<file path="src/hpgm_pkg.sv">
`timescale 1ns / 1ps
`default_nettype none
package hpgm_pkg;

  localparam int MAX_GESTURES = 64;
  localparam int FINGER_COUNT = 5;
  localparam int SPLAY_COUNT  = 4;
  localparam int SLOTS        = FINGER_COUNT + SPLAY_COUNT;
  localparam int VAL_W        = 8;
  localparam int SLOT_BITS    = 2 * VAL_W;
  localparam int ROW_W        = SLOTS * SLOT_BITS;
  localparam int ENTRY_W      = (MAX_GESTURES > 1) ? $clog2(MAX_GESTURES) : 1;
  localparam int CNT_W        = $clog2(MAX_GESTURES + 1);
  localparam int GIDX_W       = 6;

  localparam logic [1:0] CMD_WRITE    = 2'd0;
  localparam logic [1:0] CMD_VALIDATE = 2'd1;
  localparam logic [1:0] CMD_CLEAR    = 2'd2;
  localparam logic [1:0] CMD_CLASSIFY = 2'd3;

  localparam logic [1:0] EV_UNCHANGED = 2'd0;
  localparam logic [1:0] EV_ENDED     = 2'd1;
  localparam logic [1:0] EV_STARTED   = 2'd2;

  typedef struct packed {
    logic [FINGER_COUNT*VAL_W-1:0] curls;
    logic [SPLAY_COUNT*VAL_W-1:0]  splays;
    logic                          has_splays;
  } pose_t;

  typedef struct packed {
    logic [1:0]        kind;
    logic [GIDX_W-1:0] idx;
    logic              hand;
    logic              last;
  } result_t;

endpackage
`default_nettype wire

</file>
<file path="src/hpgm_cmp.sv">
`timescale 1ns / 1ps
`default_nettype none
module hpgm_cmp (
  input  wire logic [hpgm_pkg::ROW_W-1:0] row,
  input  wire hpgm_pkg::pose_t            pose,
  input  wire logic                       curl_only,
  output logic                            hit
);
  import hpgm_pkg::*;

  logic [SLOTS-1:0] ok;

  always_comb begin
    logic [SLOTS*VAL_W-1:0] vals;
    logic [VAL_W-1:0] v;
    logic [VAL_W-1:0] r;
    logic [VAL_W-1:0] t;
    logic [VAL_W-1:0] d;
    vals = {pose.splays, pose.curls};
    for (int s = 0; s < SLOTS; s++) begin
      v = vals[s*VAL_W +: VAL_W];
      r = row[s*SLOT_BITS +: VAL_W];
      t = row[s*SLOT_BITS+VAL_W +: VAL_W];
      d = (v >= r) ? (v - r) : (r - v);
      ok[s] = (d <= t);
    end
    hit = (&ok[FINGER_COUNT-1:0]) &&
          (curl_only || !pose.has_splays || (&ok[SLOTS-1:FINGER_COUNT]));
  end

endmodule
`default_nettype wire

</file>
<file path="config.mk">
export PLATFORM = sky130hd
export DESIGN_NAME = hpgm_cmp
export DESIGN_NICKNAME = d
export VERILOG_FILES = /design/src/hpgm_pkg.sv /design/src/hpgm_cmp.sv
export SDC_FILE = /design/constraint.sdc
export NUM_CORES = 1
export LEC_CHECK = 0
export BUFFER_PORTS_ARGS = -buffer_cell sky130_fd_sc_hd__buf_2
export CORE_ASPECT_RATIO = 0.8
export CORE_MARGIN = 8
export CORE_UTILIZATION = 55
export DETAILED_ROUTE_END_ITERATION = 8
export PLACE_DENSITY = 0.84
export SYNTH_ARGS = -nofsm -noshare
export SYNTH_HDL_FRONTEND = slang
export SYNTH_SLANG_ARGS = --single-unit
</file>
<file path="constraint.sdc">
create_clock -name vclk -period 7.6
set_clock_uncertainty 0.1 [all_clocks]
set_input_delay 1.52 -clock vclk [all_inputs]
set_output_delay 1.52 -clock vclk [all_outputs]
set_load 0.005 [all_outputs]
</file>
==> summary.txt, run 1 <==
Status
  • Status: completed

Global routing
  • First-pass GRT wire length: around 33000 um
  • GRT Util Overall: between 20% and 30%
  • Largest net degree at the start of global routing: 12
  • Gr ovfl total: 0
  • Vias in the first global route: 7607
  • Initial antenna violation count: 3

Hold path
  • Worst min path class: input port to output pin
  • WHS Path Cells: 7
  • Hold_sp: row[63]
  • Hold Path End: hit

Clock tree
  • # hold bufs at CTS: 0
  • Setup bufs post-CTS: 0
  • Post_cts resized: 0

Timing
  • Worst-Margin Slew: around 0.53 ns
  • Total Neg Setup Slack: 0 ns
  • Post-route worst setup slack: 0.447 ns
  • Relative slew margins: 64.9%
  • Hold Slack: 3.62 ns
  • Final Hold Viols: 0
  • Setup violation total in the final timing report: 0
  • Max Fclk: approximately 140 MHz
  • Max Slew Vio Count: 0
  • Post-layout minimum cycle time: 7.15 ns
  • Final worst path period share: between 90% and 100%
  • Unrepaired setup endpoints after global routing: false

Synth
  • Yosys warning count: 0
  • Post-synthesis cell area: between 7000 and 8000 um2
  • Mean post-synth cell area: around 7.6 um2
  • Sequential share of the synthesized area: 0%
  • Most common cell in the netlist: inv_1
  • Top cells by count, synth: 241 x inv_1, 207 x ha_1, 82 x a21oi_1, 42 x nor3_1, 39 x mux2i_1
  • Dominant cell type by area after synthesis: ha_1
  • Library cells used by synthesis: 45
  • Post-synth top area share: roughly a third
  • Post-Syn Nets: 1461
  • Syn Inst Count: ~1000
  • Top post-synthesis cells by area: ha_1 34%, inv_1 12%, a21oi_1 5.3%

Floorplan
  • Die X: 149 um
  • Row count: 38
  • Area of the core: 13600 um2
  • IO Count: about 220
  • Die area: between 15000 and 20000 um2
  • Starting Density: 56.6%
  • Chip Height: approximately 120 um

Placed design
  • Place WS: 0.433 ns
  • Placed cell count: between 1000 and 1500
  • Hpwl dp: 18300 um
  • Gpl congestion: 0.926
  • Placed cell area: 8940 um2
  • Number of port buffers: roughly 220

Finish
  • Clkbuf count: 0
  • Register area: 0 um2
  • Total number of sequential cells: 0
  • Net count, final: between 1500 and 2000
  • Fin util: roughly two thirds
  • Area grow syn2layout: 15.8%
  • Number of fill cells: about 1200
  • Finished Cell Area: roughly 9000 um2
  • Post-Layout Cell Count: 1411
  • Layout cells sized above 1: between 20% and 30%

Setup path
  • Crit path cell chain: buf_2, inv_1, ha_1, inv_1, fa_1, a21o_1, a21oi_1, a21oi_1, a211oi_4, mux2_2, ha_1, nor2b_1, o211ai_1, a21oi_1, a2111oi_0, o211ai_1, nor4_1, buf_2
  • CP delay by family, top: compound AO/OA/AOI/OAI gates
  • Crit end category: output pin
  • Crit-path slowest cell: a211oi_4
  • CP startpoint kind: input port
  • Max incr delay on CP: about 0.47 ns
  • CP Data Arrival Time: between 5 and 6 ns
  • Worst EP required: between 5 and 6 ns
  • Crit path buf inv count: 4
  • Worst setup path class: input port to output pin
  • CP dominant cell by count: a21oi_1
  • CP max FO: 7

Pwr
  • Reg power frac: 0%
  • P_leak: 5.30 nW
  • Internal Power: roughly 0.37 mW
  • PwrDens: between 80 and 90 nW/um2
  • Switching part of the total power: a little over half
  • Gate power share: 100.0%
  • Clock Power Share: 0%
  • Overall Power: 0.792 mW
  • Switching power: roughly 0.42 mW
  • Peak VDD IR: between 40 and 50 uV

Route
  • Routed len/inst: ~14 um
  • Detail Route Antenna Nets: 0
  • Final Routed Wirelength: ~20000 um
  • Via count: 7610
  • Post-DR vias/cell: around 5.4
  • DRC errors left: 0
  • Iteration count of the initial detailed-routing pass: 5
  • Initial DRC Count: about 310

Job
  • Max_cap viols: 0
power by group through the flow:
| stage | combinational, mW | sequential (mW) | clock (mW) |
|---|---|---|---|
| after floorplan | 0.593 | 0 | 0 |
| after global placement | 0.763 | 0 | 0 |
| after detailed placement | 0.787 | 0 | 0 |
| after CTS | 0.792 | 0 | 0 |
| after global routing | 0.899 | 0 | 0.0000000352 |
| final | 0.792 | 0 | 0.0000000704 |
tightest hold or removal path: stages:
cell,delay [ns]
buf_2,0.11
inv_1,0.05
ha_1,0.13
a2111oi_0,0.06
o32ai_1,0.12
nor4_1,0.08
buf_2,0.13
cell type report:
class                      instances  area (um2)  area share [%]
multi-input combinational        760        6670            74.4
inverter                         241         905            10.1
antenna                            4        10.0           0.112
tap                              180         225            2.52
timing repair buffer             226        1150            12.8
routing by layer:
layer | GRT usage [%] | vias to the layer above | routed length [um] | share of wire [%]
met3 | 2.63 | 18 | 1300 | 6.5
li1 | - | 3909 | - | -
met1 | 27.0 | 3470 | 9130 | 46
met4 | 2.73 | 2 | 230 | 1.2
met5 | 0 | - | 13 | 0.065
met2 | 37.8 | 211 | 9260 | 46
cell usage in the layout, fill, tap and decap left out, types with 2 or more instances in the layout:
cell type,Yosys,final
o41a_1,7,7
o22ai_1,4,4
o211ai_1,14,14
buf_2,1,219
nand2b_1,2,2
and3_1,7,7
xnor2_1,33,33
nand3b_4,6,6
a21oi_1,82,82
a221o_1,2,2
a21o_1,25,25
a21o_2,4,4
a211oi_1,2,2
diode_2,0,4
ha_1,207,207
buf_4,1,7
nand3_1,16,16
nor2_1,33,33
nand2_1,35,35
and2_1,3,3
inv_1,241,241
fa_1,18,18
a41oi_1,7,7
a31oi_1,4,4
nor3_1,42,42
and2b_2,8,8
nand4_1,28,28
nor2b_1,19,19
a21boi_0,2,2
a221oi_2,14,14
o21ai_0,35,35
o21bai_1,19,19
xor2_1,21,21
mux2_2,11,11
a211oi_4,2,2
a2111oi_0,2,2
mux2i_1,39,39
how the worst max path moves through the flow:
stage / startpoint / end / depth (start not counted)
floorplan: pose[41] / hit / 16
global placement: pose[41] / hit / 18
detailed placement: pose[41] / hit / 18
CTS: pose[41] / hit / 18
global route: pose[41] / hit / 18
finish: pose[41] / hit / 18
kinds of logic after synthesis:
kind of cell / Yosys count / synth area share, %
adder cells (fa/ha/maj): 225 / 38.2
AO/OA/AOI/OAI: 229 / 20.7
multiplexers: 50 / 6.65
AND/OR/NAND/NOR: 202 / 14.6
XOR/XNOR: 54 / 6.12
buffers and inverters: 258 / 13.8
Power figures use the tool's default switching activity.
==> run 2: changes to the inputs <==
CORE_UTILIZATION = 30   (was 55)
PLACE_DENSITY = unset   (was 0.84)
==> run 2 against run 1 <==
Via count fell by 3.0%. Non-clock buffer count stayed put. Combinational power increased by 0.5%. First-iteration DRC count decreased by 36%. Die area is 72% higher. Critical path type unchanged. Critical endpoint unchanged. Largest cell class unchanged. Highest routed layer unchanged.
==> summary.txt, run 2 (same netlist as run 1, synthesis figures left out) <==
Setup path
  • CP startpoint kind: input port
  • Worst setup path class: input port to output pin
  • CP Data Arrival Time: 5.32 ns
  • CP max FO: 6
  • Worst EP required: 5.98 ns
  • Crit end category: output pin

Route
  • Final Routed Wirelength: 21200 um
  • Post-DR vias/cell: between 4 and 5
  • DRC errors left: 0
  • Routed len/inst: between 10 and 15 um
  • Iteration count of the initial detailed-routing pass: 5
  • Initial DRC Count: just under 200
  • Detail Route Antenna Nets: 0
  • Via count: 7382

Placed design
  • Gpl congestion: roughly 0.86
  • Number of port buffers: roughly 220
  • Placed cell count: 1551
  • Hpwl dp: about 20000 um

Pwr
  • Switching part of the total power: between 50% and 60%
  • Switching power: between 0.4 and 0.5 mW
  • Reg power frac: 0%
  • Clock Power Share: 0%
  • Peak VDD IR: 32.0 uV
  • Internal Power: between 0.3 and 0.4 mW
  • P_leak: about 5.3 nW
  • PwrDens: 87.2 nW/um2
  • Gate power share: 100.0%

Global routing
  • Initial antenna violation count: 6
  • Gr ovfl total: 0
  • Vias in the first global route: between 7000 and 8000
  • First-pass GRT wire length: roughly 36000 um
  • GR Util met2: a little over a fifth
  • Grt met3 use: ~2.1%
  • GRT Util Overall: between 10% and 20%
  • Top Usage Layer GRT: met2
  • Largest net degree at the start of global routing: 12
  • M1 GR Usage: between 10% and 20%

Timing
  • Worst-Margin Slew: around 0.6 ns
  • Relative slew margins: slightly below 60%
  • Setup violation total in the final timing report: 0
  • Max Fclk: 144 MHz
  • Max Slew Vio Count: 0
  • Final Hold Viols: 0
  • Post-layout minimum cycle time: ~7 ns
  • Final worst path period share: 91.3%
  • Unrepaired setup endpoints after global routing: false
  • Total Neg Setup Slack: 0 ns

Finish
  • Number of fill cells: about 2700
  • Area grow syn2layout: 18.1%
  • Register area: 0 um2
  • Most frequent cells in the layout: 241 x inv_1, 219 x buf_2, 207 x ha_1, 82 x a21oi_1, 42 x nor3_1
  • Post-Layout Cell Count: 1553
  • Commonest non-fill, non-tap cell in the layout: inv_1
  • Net count, final: 1672
  • Layout cells sized above 1: around 22%
  • Multi-input gate area: between 6000 and 7000 um2
  • Total number of sequential cells: 0
  • Clkbuf count: 0

Floorplan
  • IO Count: around 220
  • Chip Height: approximately 160 um
  • Starting Density: between 30% and 40%
  • Area of the core: roughly 25000 um2
  • Row count: 52
  • Die X: slightly below 200 um
  • Die area: around 31000 um2

Hold path
  • Worst min path class: input port to output pin
  • WHS Path Cells: 7
  • Hold Path End: hit
  • Hold_sp: row[63]

Job
  • Max_cap viols: 0

Clock tree
  • Setup bufs post-CTS: 0
  • # hold bufs at CTS: 0

Status
  • Status: completed
[run 2: cell types whose count changed in the layout (fill, tap and decap cells not counted), sizes merged]
cell   previous run  this run
diode             4         2
[run 2: worst max-delay path by stage]
stage	start	end	depth (start not counted)
floorplan	pose[41]	hit	16
global placement	pose[57]	hit	19
detailed placement	pose[57]	hit	19
CTS	pose[57]	hit	19
global route	pose[57]	hit	19
finish	pose[57]	hit	19
[run 2: routing by layer]
metal	vias up	wire [um]
met2	143	9420
met4	10	34
met1	3320	10600
met5	-	64
met3	14	1090
li1	3895	-
[run 2: layout make-up]
cell class	count	area share, %
multi-input cells	760	73.0
well taps	324	4.44
diodes	2	0.0548
repair buffers	226	12.6
inverters	241	9.91
[run 2: worst max-delay path, cell delays in order]
cell and delay [ns]:
buf_2 0.11, inv_1 0.05, ha_1 0.13, inv_1 0.06, fa_1 0.39, nand3_1 0.14, nand3b_4 0.08, a221oi_2 0.55
buf_4 0.26, nor3_1 0.06, a41oi_1 0.20, xor2_1 0.18, ha_1 0.26, a21oi_1 0.16, nor2_1 0.06, a2111oi_1 0.46
o32ai_1 0.19, nor4_1 0.26, buf_2 0.19
[run 2: what timing repair did]
action | CTS | global route
endpoints found under the hold margin | 0 | 0
resized for setup | 0 | 1
setup endpoints to repair | 0 | 1
[run 2: metrics by stage]
step | worst slack, ns | cell area, um2 | hold slack (ns) | total power [mW] | utilization (%)
after floorplan | 1.21 | 7730 | 3.21 | 0.593 | -
after global placement | 0.541 | 9120 | 3.70 | 0.780 | 36.0
after detailed placement | 0.475 | 9120 | 3.69 | 0.795 | 36.0
after CTS | 0.451 | 9120 | 3.70 | 0.801 | 36.0
after global routing | 0.0610 | 9130 | 3.78 | 0.910 | 36.1
final | 0.663 | 9130 | 3.67 | 0.796 | 36.1
[run 2: power by group through the flow]
stage          Combinational [mW]  Sequential [mW]    Clock (mW)
3_5_place_dp                0.795                0             0
6_report                    0.796                0  0.0000000354
5_1_grt                     0.910                0             0
2_1_floorplan               0.593                0             0
3_3_place_gp                0.780                0             0
4_1_cts                     0.801                0             0
==> run 3: changes to the inputs <==
clock period = 6.9 ns   (was 7.6 ns; I/O delays follow)
==> run 3 against run 2 <==
Utilization up 0.13 points. First-iteration DRC count up 34%. Global-route usage is essentially flat. Critical endpoint unchanged. Largest power group unchanged. Count of clock-buffer cells in the layout stayed put. Sequential share of layout area is the same. Critical path type unchanged. Final cell count about the same.
==> summary.txt, run 3 (same netlist as run 1, synthesis figures left out) <==
Status
  • Status: completed

Pwr
  • P_leak: about 5.3 nW
  • Peak VDD IR: around 43 uV
  • Switching part of the total power: 52.9%
  • Reg power frac: 0%
  • Clock Power Share: 0%
  • Internal Power: slightly above 0.4 mW
  • Switching power: around 0.47 mW
  • Gate power share: 100.0%
  • PwrDens: 96.2 nW/um2

Setup path
  • CP startpoint kind: input port
  • Crit end category: output pin
  • Worst EP required: ~5.4 ns
  • CP max FO: 6
  • CP Data Arrival Time: just over 5 ns
  • Worst setup path class: input port to output pin

Finish
  • Commonest non-fill, non-tap cell in the layout: inv_1
  • Most frequent cells in the layout: 241 x inv_1, 219 x buf_2, 207 x ha_1, 81 x a21oi_1, 42 x nor3_1
  • Area grow syn2layout: 18.6%
  • Layout cells sized above 1: 22.5%
  • Fin util: between 30% and 40%
  • Total number of sequential cells: 0
  • Clkbuf count: 0
  • Net count, final: about 1700
  • Post-Layout Cell Count: between 1500 and 2000
  • Register area: 0 um2

Route
  • Initial DRC Count: ~270
  • Iteration count of the initial detailed-routing pass: 4
  • Via count: between 7000 and 8000
  • Routed len/inst: 13.7 um
  • Detail Route Antenna Nets: 0
  • Post-DR vias/cell: between 4 and 5
  • Final Routed Wirelength: ~21000 um
  • DRC errors left: 0

Timing
  • Max Slew Vio Count: 0
  • Post-layout minimum cycle time: between 6 and 7 ns
  • Post-route worst setup slack: 0.372 ns
  • Final worst path period share: approximately 95%
  • Worst-Margin Slew: between 0.5 and 0.6 ns
  • Final Hold Viols: 0
  • Total Neg Setup Slack: 0 ns
  • Max Fclk: ~150 MHz
  • Setup violation total in the final timing report: 0
  • Hold Slack: roughly 3.4 ns
  • Relative slew margins: between 60% and 70%

Placed design
  • Placed cell count: ~1600
  • Hpwl dp: slightly below 20000 um
  • Place WS: ~0.25 ns
  • Gpl congestion: ~0.87
  • Number of port buffers: between 200 and 250

Global routing
  • First-pass GRT wire length: 35800 um
  • Initial antenna violation count: 6
  • Gr ovfl total: 0
  • GRT Util Overall: around an eighth
  • Vias in the first global route: roughly 7500
  • Largest net degree at the start of global routing: 12

Job
  • Max_cap viols: 0

Floorplan
  • IO Count: 219
  • Die area: between 30000 and 40000 um2
  • Die X: 195 um
  • Area of the core: 25300 um2
  • Starting Density: between 30% and 40%
  • Row count: 52
  • Chip Height: 160 um

Hold path
  • Hold Path End: hit
  • WHS Path Cells: 7
  • Worst min path class: input port to output pin
  • Hold_sp: row[75]

Clock tree
  • # hold bufs at CTS: 0
## run 3: cell types whose count changed in the layout (fill, tap and decap cells not counted)
cell / before / now
a21oi_2: 1 / 2
a221oi_4: 0 / 1
buf_4: 7 / 9
diode_2: 2 / 1
a21oi_1: 82 / 81
nor4_2: 0 / 1
nor4_1: 1 / 0
a221oi_2: 14 / 13
## run 3: power by group through the flow
stage	logic [mW]	registers (mW)	clock network (mW)
finish	0.882	0	0.0000000195
global route	1.01	0	0
CTS	0.883	0	0
detailed placement	0.878	0	0
global placement	0.861	0	0
floorplan	0.653	0	0
## run 3: through the flow
stage          power [mW]  cell area [um2]
5_1_grt              1.01             9160
3_3_place_gp        0.861             9140
2_1_floorplan       0.653             7730
6_report            0.882             9160
3_5_place_dp        0.878             9140
4_1_cts             0.883             9140
## run 3: final cells by class
type / instances / area, um2
multi-input combinational: 760 / 6690
inverter: 241 / 905
tap: 324 / 405
fill: 2669 / 16100
antenna: 1 / 2.50
timing repair buffer: 228 / 1160
## run 3: timing repair
item / 4_1_cts / 5_1_grt
resized for setup: 0 / 4
endpoints found under the setup margin: 0 / 1
setup buffers: 0 / 0
## run 3: worst max-delay path by stage
| stage | from | endpoint | slack [ns] |
|---|---|---|---|
| after global placement | pose[41] | hit | 0.42 |
| after detailed placement | pose[41] | hit | 0.25 |
| final | pose[41] | hit | 0.37 |
| after floorplan | pose[41] | hit | 0.79 |
| after global routing | pose[57] | hit | -0.002 |
| after CTS | pose[41] | hit | 0.23 |
## run 3: layer usage
metal	track usage, %	vias up	routed length (um)
li1	-	3884	-
met1	18.1	3304	10300
met2	21.3	177	9430
met3	2.49	26	1280
met4	0.860	12	163
met5	0	-	77
## run 3: worst max-delay path, stage by stage
cell	delay, ns
buf_2	0.10
inv_1	0.05
ha_1	0.15
inv_1	0.07
fa_1	0.39
a21o_1	0.20
a21oi_2	0.18
a21oi_1	0.12
a211oi_4	0.23
buf_4	0.20
mux2i_1	0.23
xor2_1	0.17
ha_1	0.26
a21oi_1	0.15
nor2_1	0.05
a2111oi_1	0.35
o211ai_1	0.23
nor4_2	0.33
buf_2	0.18
